$ cat src/arm_instruction_class_decoder_macros.svh
// Assertion macros for the ARM instruction class decoder.
// Properties are sampled on clk_i and disabled while rst_ni is low.
// Users must have clk_i and rst_ni in scope.
`ifndef ARM_INSTRUCTION_CLASS_DECODER_MACROS_SVH
`define ARM_INSTRUCTION_CLASS_DECODER_MACROS_SVH

`ifndef NO_ASSERTIONS

// Check a property on every rising clock edge outside reset
`define AICD_ASSERT(lbl, prop, msg) \
  lbl: assert property (@(posedge clk_i) disable iff (!rst_ni) prop) else $error(msg);

// Check that a condition never holds outside reset
`define AICD_ASSERT_NEVER(lbl, cond, msg) \
  lbl: assert property (@(posedge clk_i) disable iff (!rst_ni) !(cond)) else $error(msg);

`else

`define AICD_ASSERT(lbl, prop, msg)
`define AICD_ASSERT_NEVER(lbl, cond, msg)

`endif

`endif

$ cat src/aicd_pkg.sv
// Shared types and codes for the ARM instruction class decoder.
// No dependencies; used by aicd_decode and arm_instruction_class_decoder.
package aicd_pkg;

  localparam int unsigned WordWidth  = 32;
  localparam int unsigned ClassWidth = 4;

  // Instruction class codes
  typedef enum logic [ClassWidth-1:0] {
    CLS_DATAPROC = 4'd0,
    CLS_PSR      = 4'd1,
    CLS_BX       = 4'd2,
    CLS_MUL      = 4'd3,
    CLS_MULL     = 4'd4,
    CLS_SWAP     = 4'd5,
    CLS_HALF     = 4'd6,
    CLS_SINGLE   = 4'd7,
    CLS_BRANCH   = 4'd8,
    CLS_BLOCK    = 4'd9,
    CLS_SWI      = 4'd10,
    CLS_UNDEF    = 4'd11
  } class_e;

  // Decoded control bits for one instruction
  typedef struct packed {
    class_e      instr_class;
    logic        immediate;
    logic [3:0]  alu_opcode;
    logic [3:0]  shift_bits;
    logic        update_flags;
    logic        pre_or_link;
    logic        up_add;
    logic        write_back;
    logic        load;
    logic        variant_bit;
    logic        accum_or_to_psr;
    logic [1:0]  halfword_kind;
  } decode_t;

endpackage

$ cat src/arm_instruction_class_decoder.sv
// ARM-state instruction class decoder: input register, decode, result register.
// The word is registered, decoded, and its result registered; out_stall_i holds the result.
// Throughput: one item per cycle when not stalled, set by the single decode pass.
// Reset (rst_ni low, asynchronous) empties both stages; payload is not cleared.
// Depends on aicd_pkg, aicd_decode and arm_instruction_class_decoder_macros.svh.
`include "arm_instruction_class_decoder_macros.svh"
module arm_instruction_class_decoder
  import aicd_pkg::*;
(
  input  logic                  clk_i,
  input  logic                  rst_ni,
  input  logic                  in_valid_i,
  output logic                  in_stall_o,
  input  logic [WordWidth-1:0]  instruction_word_i,
  output logic                  out_valid_o,
  input  logic                  out_stall_i,
  output logic [ClassWidth-1:0] instr_class_o,
  output logic                  immediate_o,
  output logic [3:0]            alu_opcode_o,
  output logic [3:0]            shift_bits_o,
  output logic                  update_flags_o,
  output logic                  pre_or_link_o,
  output logic                  up_add_o,
  output logic                  write_back_o,
  output logic                  load_o,
  output logic                  variant_bit_o,
  output logic                  accum_or_to_psr_o,
  output logic [1:0]            halfword_kind_o
);

  logic                 s1_valid_q;
  logic [WordWidth-1:0] s1_word_q;
  logic                 out_valid_q;
  decode_t              out_q;
  decode_t              dec;
  logic                 out_adv;
  logic                 s1_adv;
  logic                 both_full_held;
  logic                 no_field_class;
  logic                 any_field_set;

  // Stage moves when it is empty or the stage after it moves
  assign out_adv    = !out_valid_q || !out_stall_i;
  assign s1_adv     = !s1_valid_q || out_adv;
  assign in_stall_o = !s1_adv;

  aicd_decode u_decode (
    .word_i (s1_word_q),
    .dec_o  (dec)
  );

  // Hold stage valid flags
  always_ff @(posedge clk_i or negedge rst_ni) begin
    if (!rst_ni) begin
      s1_valid_q  <= 1'b0;
      out_valid_q <= 1'b0;
    end else begin
      if (s1_adv) begin
        s1_valid_q <= in_valid_i;
      end
      if (out_adv) begin
        out_valid_q <= s1_valid_q;
      end
    end
  end

  // Capture payload on each transfer into a stage
  always_ff @(posedge clk_i) begin
    if (s1_adv && in_valid_i) begin
      s1_word_q <= instruction_word_i;
    end
    if (out_adv && s1_valid_q) begin
      out_q <= dec;
    end
  end

  assign out_valid_o       = out_valid_q;
  assign instr_class_o     = out_q.instr_class;
  assign immediate_o       = out_q.immediate;
  assign alu_opcode_o      = out_q.alu_opcode;
  assign shift_bits_o      = out_q.shift_bits;
  assign update_flags_o    = out_q.update_flags;
  assign pre_or_link_o     = out_q.pre_or_link;
  assign up_add_o          = out_q.up_add;
  assign write_back_o      = out_q.write_back;
  assign load_o            = out_q.load;
  assign variant_bit_o     = out_q.variant_bit;
  assign accum_or_to_psr_o = out_q.accum_or_to_psr;
  assign halfword_kind_o   = out_q.halfword_kind;

  // Conditions used by the checks below
  assign both_full_held = s1_valid_q && out_valid_q && out_stall_i;
  assign no_field_class = (instr_class_o == CLS_BX) || (instr_class_o == CLS_SWI) ||
                          (instr_class_o == CLS_UNDEF);
  assign any_field_set  = immediate_o || update_flags_o || pre_or_link_o || load_o ||
                          variant_bit_o || accum_or_to_psr_o || (alu_opcode_o != 4'd0) ||
                          (halfword_kind_o != 2'd0);

  // An accepted transfer always lands in the input stage
  `AICD_ASSERT(a_in_lands, (in_valid_i && !in_stall_o) |=> s1_valid_q, "input transfer lost")

  // Stall only when both stages are full and the result is held
  `AICD_ASSERT_NEVER(a_stall_full, in_stall_o && !both_full_held, "stall with free space")

  // Classes without fields carry all-zero control bits
  `AICD_ASSERT_NEVER(a_empty_fields, out_valid_o && no_field_class && any_field_set, "fields set")

endmodule

$ cat src/aicd_decode.sv
// Combinational class decode of one ARM-state instruction word.
// Depends on aicd_pkg for the class codes and the decode_t result.
module aicd_decode
  import aicd_pkg::*;
(
  input  logic [WordWidth-1:0] word_i,
  output decode_t              dec_o
);

  // Encoding fragments in bits 27:20 and 7:4
  localparam logic [7:0] BxOpcode   = 8'b0001_0010;
  localparam logic [3:0] BxNibble   = 4'b0001;
  localparam logic [3:0] MulNibble  = 4'b1001;
  localparam logic [3:0] HalfNibble = 4'b1011;
  localparam logic [1:0] GrpArith   = 2'b00;
  localparam logic [1:0] GrpSingle  = 2'b01;
  localparam logic [1:0] GrpBranch  = 2'b10;
  localparam logic [1:0] GrpCoproc  = 2'b11;

  logic    dp_sel;
  logic    dp_imm;
  logic    is_bx;
  logic    is_half;
  decode_t res;

  assign is_bx   = (word_i[27:20] == BxOpcode) && (word_i[7:4] == BxNibble);
  assign is_half = (word_i[7:4] == HalfNibble) || (word_i[7] && word_i[6] && word_i[4]);

  // Sort the word into its class and copy out the applicable bits
  always_comb begin
    res    = '0;
    dp_sel = 1'b0;
    dp_imm = 1'b0;
    unique case (word_i[27:26])
      GrpArith: begin
        if (word_i[25]) begin
          dp_sel = 1'b1;
          dp_imm = 1'b1;
        end else if (is_bx) begin
          res.instr_class = CLS_BX;
        end else if (!word_i[24] && (word_i[7:4] == MulNibble)) begin
          res.accum_or_to_psr = word_i[21];
          res.update_flags    = word_i[20];
          if (word_i[23]) begin
            res.instr_class = CLS_MULL;
            res.variant_bit = word_i[22];
          end else begin
            res.instr_class = CLS_MUL;
          end
        end else if (word_i[24] && (word_i[7:4] == MulNibble)) begin
          res.instr_class = CLS_SWAP;
          res.variant_bit = word_i[22];
        end else if (is_half) begin
          res.instr_class   = CLS_HALF;
          res.immediate     = word_i[22];
          res.pre_or_link   = word_i[24];
          res.up_add        = word_i[23];
          res.write_back    = word_i[21];
          res.load          = word_i[20];
          res.halfword_kind = word_i[6:5];
        end else begin
          dp_sel = 1'b1;
        end
      end
      GrpSingle: begin
        // register offset with bit 4 set is undefined
        if (word_i[25] && word_i[4]) begin
          res.instr_class = CLS_UNDEF;
        end else begin
          res.instr_class = CLS_SINGLE;
          res.immediate   = ~word_i[25];
          res.variant_bit = word_i[22];
          res.pre_or_link = word_i[24];
          res.up_add      = word_i[23];
          res.write_back  = word_i[21];
          res.load        = word_i[20];
        end
      end
      GrpBranch: begin
        if (word_i[25]) begin
          res.instr_class = CLS_BRANCH;
          res.pre_or_link = word_i[24];
        end else begin
          res.instr_class = CLS_BLOCK;
          res.variant_bit = word_i[22];
          res.pre_or_link = word_i[24];
          res.up_add      = word_i[23];
          res.write_back  = word_i[21];
          res.load        = word_i[20];
        end
      end
      GrpCoproc: begin
        // coprocessor space decodes as undefined
        if (word_i[25] && word_i[24]) begin
          res.instr_class = CLS_SWI;
        end else begin
          res.instr_class = CLS_UNDEF;
        end
      end
      default: begin
        res.instr_class = CLS_UNDEF;
      end
    endcase

    // Data processing, or status transfer for test/compare opcodes without S
    if (dp_sel) begin
      res.immediate = dp_imm;
      if (!word_i[20] && (word_i[24:23] == 2'b10)) begin
        res.instr_class     = CLS_PSR;
        res.variant_bit     = word_i[22];
        res.accum_or_to_psr = word_i[21];
      end else begin
        res.instr_class  = CLS_DATAPROC;
        res.alu_opcode   = word_i[24:21];
        res.update_flags = word_i[20];
        res.shift_bits   = dp_imm ? 4'b0000 : word_i[7:4];
      end
    end
  end

  assign dec_o = res;

endmodule

$ cat config.mk
export PLATFORM = sky130hd
export DESIGN_NAME = arm_instruction_class_decoder
export DESIGN_NICKNAME = d
export VERILOG_FILES = /design/src/aicd_pkg.sv /design/src/arm_instruction_class_decoder.sv /design/src/aicd_decode.sv
export VERILOG_INCLUDE_DIRS = /design/src /design/src/src
export SDC_FILE = /design/constraint.sdc
export NUM_CORES = 1
export LEC_CHECK = 0
export BUFFER_PORTS_ARGS = -buffer_cell sky130_fd_sc_hd__buf_4
export CORE_MARGIN = 2
export CORE_UTILIZATION = 40
export CTS_BUF_LIST = sky130_fd_sc_hd__clkbuf_2
export CTS_CLUSTER_DIAMETER = 80
export CTS_CLUSTER_SIZE = 25
export DETAILED_ROUTE_END_ITERATION = 12
export PLACE_DENSITY = 0.69
export SETUP_SLACK_MARGIN = 0.1
export SLEW_MARGIN = 20
export SYNTH_ARGS = -nofsm -noshare
export SYNTH_HDL_FRONTEND = slang
export SYNTH_SLANG_ARGS = --single-unit
$ cat constraint.sdc
create_clock -name clk_i -period 4.6 [get_ports clk_i]
set_clock_uncertainty 0.15 [all_clocks]
set_input_delay 0.23 -clock clk_i [delete_from_list [all_inputs] [get_ports clk_i]]
set_output_delay 0.23 -clock clk_i [all_outputs]
set_load 0.05 [all_outputs]
# --- Yosys cells after proc, flatten, opt, wreduce, memory -nomap -nowiden ---
# Cells that the tools add are included.
# W data, S select, Z words.
word_totals:
  reg_bits: 52
  latch_bits: 0
  ramBits: 0
  rom_bits: 0
  inputBits: 36
  output_inout_bits: 24
  elab_cells: 97
  mem_count: 0
op_classes:
  n_addsub: 0
  multipliers: 0
  n_div: 0
  order_cmp: 0
  eq_ne: 8
  shift: 0
  n_mux: 47
  bitwise_logic: 4
  n_reduce_logical: 23
ops:
  columns: ["cell", "n"]
  rows:
  - ["$mux W4", 10]
  - ["$mux W9", 3]
  - ["$mux W1", 21]
  - ["$pmux W4 S4", 1]
  - ["$pmux W5 S3", 1]
  - ["$mux W14", 1]
  - ["$logic_and A1 B1 Y1", 10]
  - ["$mux W2", 5]
  - ["$mux W5", 2]
  - ["$eq A4 B4 Y1 const B", 2]
  - ["$eq A8 B5 Y1 const B", 1]
  - ["$eq A2 B2 Y1 const B", 3]
  - ["$logic_not A1 Y1", 6]
  - ["$mux W3", 2]
  - ["$reduce_or A6 Y1", 1]
  - ["$eq A4 B1 Y1 const B", 1]
  - ["$not A1 Y1", 4]
  - ["$logic_or A1 B1 Y1", 3]
  - ["$reduce_or A3 Y1", 1]
  - ["$eq A2 B1 Y1 const B", 1]
  - ["$logic_not A2 Y1", 1]
  - ["$pmux W1 S2", 1]
  - ["$reduce_or A2 Y1", 1]

# --- Longest topological paths before layout ---
logic_depth:
  ltp_word: 11
  depth_mapped: 5
  depth_no_buf: 4

# --- Modules after synthesis ---
# Synthesis repeated with hierarchy kept, for this count alone.
hier_totals:
  hier_cells: 127
  area_unflattened_um2: 2155.8
modules_own_cells:
  columns: ["mod", "instances", "cells_each", "area_each_um2", "seq_area_each_um2"]
  rows:
  - ["arm_instruction_class_decoder", 1, 62, 1714.1, 1671.6]
  - ["aicd_decode", 1, 65, 441.7, 0.0]

# --- Worst setup path before layout ---
# Ideal clock, no wire load.
synth_timing:
  path_type: "reg-to-reg"
  startpoint: "register out_valid_q (netlist: out_valid_o)"
  endpoint: "register out_q (netlist bit accum_or_to_psr_o) (enable)"
  setup_ns: 0.435
  arrival_time_ns: 2.291
  t_required_ns: 4.015
  setup_slack_ns: 1.724
  stages_incl_launch_ff: 2
  n_path_buf: 0
  synth_period_minus_slack_ns: 2.876
  path_cell_list: "dfrtp_1 a21boi_0"
synth_via:
  elab_chain_cells: 3
synth_rtl:
  columns: ["item", "line", "source"]
  rows:
  - ["start, declared", "arm_instruction_class_decoder.sv:33", "logic out_valid_q;"]
  - ["start signal, assigned", "arm_instruction_class_decoder.sv:62", "out_valid_q <= s1_valid_q;"]
  - ["$logic_not A1 Y1", "arm_instruction_class_decoder.sv:43", "assign out_adv = !out_valid_q || !out_stall_i;"]
  - ["$logic_or A1 B1 Y1", "arm_instruction_class_decoder.sv:43", null]
  - ["$logic_and A1 B1 Y1", "arm_instruction_class_decoder.sv:72", "if (out_adv && s1_valid_q) begin"]
  - ["end signal, assigned", "arm_instruction_class_decoder.sv:73", "out_q <= dec;"]
  - ["end, declared", "arm_instruction_class_decoder.sv:34", "decode_t out_q;"]
# Every way passes these cells.
# A chain may end at the register's enable or synchronous reset.

==> qor.txt <==
status = completed
Die X = 65.1 µm
achievable frequency = 457 MHz
CP cell instances = nor3b_2, or4b_1, and2_1, o311a_1
WP data arrival = 2.16 ns
CTS Root Cell = clkbuf_2
Sequential Area = 0.00107 mm²
sum of negative setup slack = 0 ns
Final HPWL DP = 1900 µm
Max Cap Viol = 0
Reg clk slew, reported paths = 0.16 ns
Layout Utilization = 56.1%
Compound-Gate Fraction of Synth Area = 8.13%
Pre-antenna DRT Iters = 4
CP Launch Type = register
Max-slew headroom = 55.0%
Global Route Usage Sum = 13.9%
DRT Wirelength = 2620 µm
GP Congestion = 0.854
RSZ-0062 raised after global routing = no
Worst Hold Margin = 0.369 ns
CTS tree = built
Top delay family on crit path = simple AND/OR/NAND/NOR gates
post-route setup slack = 2.41 ns
IO Pins = 60
synthesized area per cell = 14.2 µm²
fill cell count = 317
CP bufs+invs = 0
Netlist cell types = 29
Clk Latency, worst-skew pair = 0.36 ns
# rows = 22
Initial Utilization = 41.1%
post-synthesis cell area = 0.00149 mm²
Routed wire per std cell = 12.3 µm
Layout area overhead = 36.5%
crit share post-route = 47.6%
initial antenna violation count = 0
clk sinks = 36
XOR/XNOR Fraction of Synth Area = 1.17%
via count = 1012
Lkg Pwr = 0.793 nW
dpl cell area = 0.00184 mm²
Synth Net Count = 141
R2R depth = 4
sequential element share of the synthesized area = 71.8%
reg2reg setup slack = 2.41 ns
initial DRC count = 30
Post-Synth Simple-Gate Area = 17.7%
Post-CTS Resized = 0
area of the multi-input gates = 414 µm²
core area = 0.00363 mm²
Design Power = 668 µW
Pwr Density = 328 mW/mm²
Placed Cells = 189
CTS Buf Count = 5
pre-CTS WS = 2.43 ns
critical path's slowest cell = edfxtp_1
Fin. Hold Viols = 0
# DRC = 0
GR Overflow Total = 0
post-synthesis adder-cell area fraction = 0%
ANT nets after route = 0
Final Instance Area = 0.00204 mm²
maximum buffer depth of the clock tree = 2
Net count, final = 200
Mapped Cells = 105
first-pass GRT wire length = 4410 µm
Cells on Worst Hold Path = 1
htree depth = 2
multiplexer area fraction after synthesis = 0%
Worst setup EP type = register
vias in the first global route = 959
Vias/cell = 4.77
# diodes = 0
CP Data Required Time = 4.57 ns
Crit path depth = 4
non-filler cells, final = 212
Final Max Tran Viols = 0
Yosys warning total = 0
IO Port Bufs = 39
CP max FO = 8
layout cells sized above 1 = 28.7%
largest net degree at the start of global routing = 23
Die ar. = 0.00424 mm²
Seq cells post-synth = 36
main combinational cell family by area after synthesis = simple AND/OR/NAND/NOR gates
Worst VDD drop = 0.155 mV
Final min period = 2.19 ns
critical path's largest stage delay = 0.53 ns
die span in y = 65.1 µm
Worst Hold Class = reg -> reg
worst setup path category = reg -> reg
worst slew pin tran = 0.674 ns
Final Setup Violations = 0
[sequential cells by signal, indices dropped and copies added (netlist names)]
name and count:
s1_word_q 12, immediate_o 1, write_back_o 1, out_valid_o 1, s1_valid_q 1, alu_opcode_o 4, up_add_o 1, pre_or_link_o 1
load_o 1, variant_bit_o 1, accum_or_to_psr_o 1, halfword_kind_o 2, shift_bits_o 4, instr_class_o 4, update_flags_o 1
[metal layers]
layer	GRT usage, %	vias to the layer above	share of wire (%)
li1	-	511	-
met1	16.8	463	44
met2	23.5	33	50
met3	3.65	5	4.0
met4	6.25	0	2.0
met5	0	-	0
[report_power, final]
group | switching [mW] | total (mW) | leakage, nW | internal [mW]
clock | 0.0921 | 0.123 | 0.0239 | 0.0313
sequential | 0.0162 | 0.404 | 0.355 | 0.388
combinational | 0.0891 | 0.140 | 0.414 | 0.0513
total | 0.197 | 0.668 | 0.793 | 0.471
[cells in the final DEF, fill, tap and decap left out]
| master | n |
|---|---|
| a211oi_1 | 2 |
| a21boi_4 | 1 |
| a21o_1 | 1 |
| a21oi_1 | 3 |
| a31o_2 | 1 |
| a32oi_1 | 1 |
| and2_1 | 10 |
| and3_1 | 4 |
| buf_4 | 39 |
| clkbuf_2 | 5 |
| clkinv_1 | 2 |
| dfrtp_1 | 2 |
| dlygate4sd3_1 | 16 |
| edfxtp_1 | 34 |
| inv_1 | 2 |
| nand2_1 | 4 |
| nand2b_1 | 3 |
| nand3_1 | 3 |
| nand4bb_1 | 1 |
| nor2_1 | 6 |
| nor2b_1 | 5 |
| nor3_1 | 4 |
| nor3b_2 | 1 |
| o21a_1 | 2 |
| o21ai_0 | 2 |
| o22ai_1 | 1 |
| o311a_1 | 1 |
| o31a_1 | 2 |
| or3_1 | 2 |
| or4_1 | 1 |
| or4b_1 | 1 |
| xnor2_1 | 2 |
[final cells by class]
class                   count  area share [%]
clock buffers               5            1.23
clock inverters             2           0.368
multi-input cells          64            20.3
flip-flops and latches     36            52.5
repair buffers             55            22.2
inverters                   2           0.368
well taps                  48            2.95
[cell usage after synthesis]
library cell	n	area [µm²]
o31a_1	2	17.5
nand4bb_1	1	11.3
or4_1	1	7.51
a21o_1	1	7.51
edfxtp_1	34	1020
clkbuf_1	3	11.3
nor3_1	4	20.0
nor2b_1	5	31.3
and3_1	4	25.0
nand3_1	3	15.0
inv_1	2	7.51
and2_1	10	62.6
o311a_1	1	10.0
nor3b_2	1	12.5
a32oi_1	1	8.76
xnor2_1	2	17.5
nand2b_1	3	18.8
or3_1	2	12.5
or4b_1	1	10.0
nand2_1	4	15.0
dfrtp_1	2	50.1
a21oi_1	3	15.0
a211oi_1	2	15.0
a21boi_0	1	7.51
o22ai_1	1	6.26
nor2_1	6	22.5
o21a_1	2	15.0
o21ai_0	2	10.0
a31o_2	1	8.76
[kinds of logic after synthesis]
kind of cell | after synthesis
buf+inv | 5
flops | 36
simple gates | 45
compound gates | 17
xor+xnor | 2
[worst paths after layout]
path,start,to
max,s1_word_q[24]$_DFFE_PP_,update_flags_o$_DFFE_PP_
min,s1_valid_q$_DFFE_PN0N_,out_valid_o$_DFFE_PN0P_
max reg2reg,s1_word_q[24]$_DFFE_PP_,update_flags_o$_DFFE_PP_
min reg2reg,s1_valid_q$_DFFE_PN0N_,out_valid_o$_DFFE_PN0P_
max in group asynchronous,rst_ni,s1_valid_q$_DFFE_PN0N_
min in group asynchronous,rst_ni,out_valid_o$_DFFE_PN0P_
[what timing repair did]
action	CTS	global route
hold endpoints to repair	16	0
setup buffers	0	0
hold buffers	16	0
No activity file was read; power rests on OpenSTA's default activity.
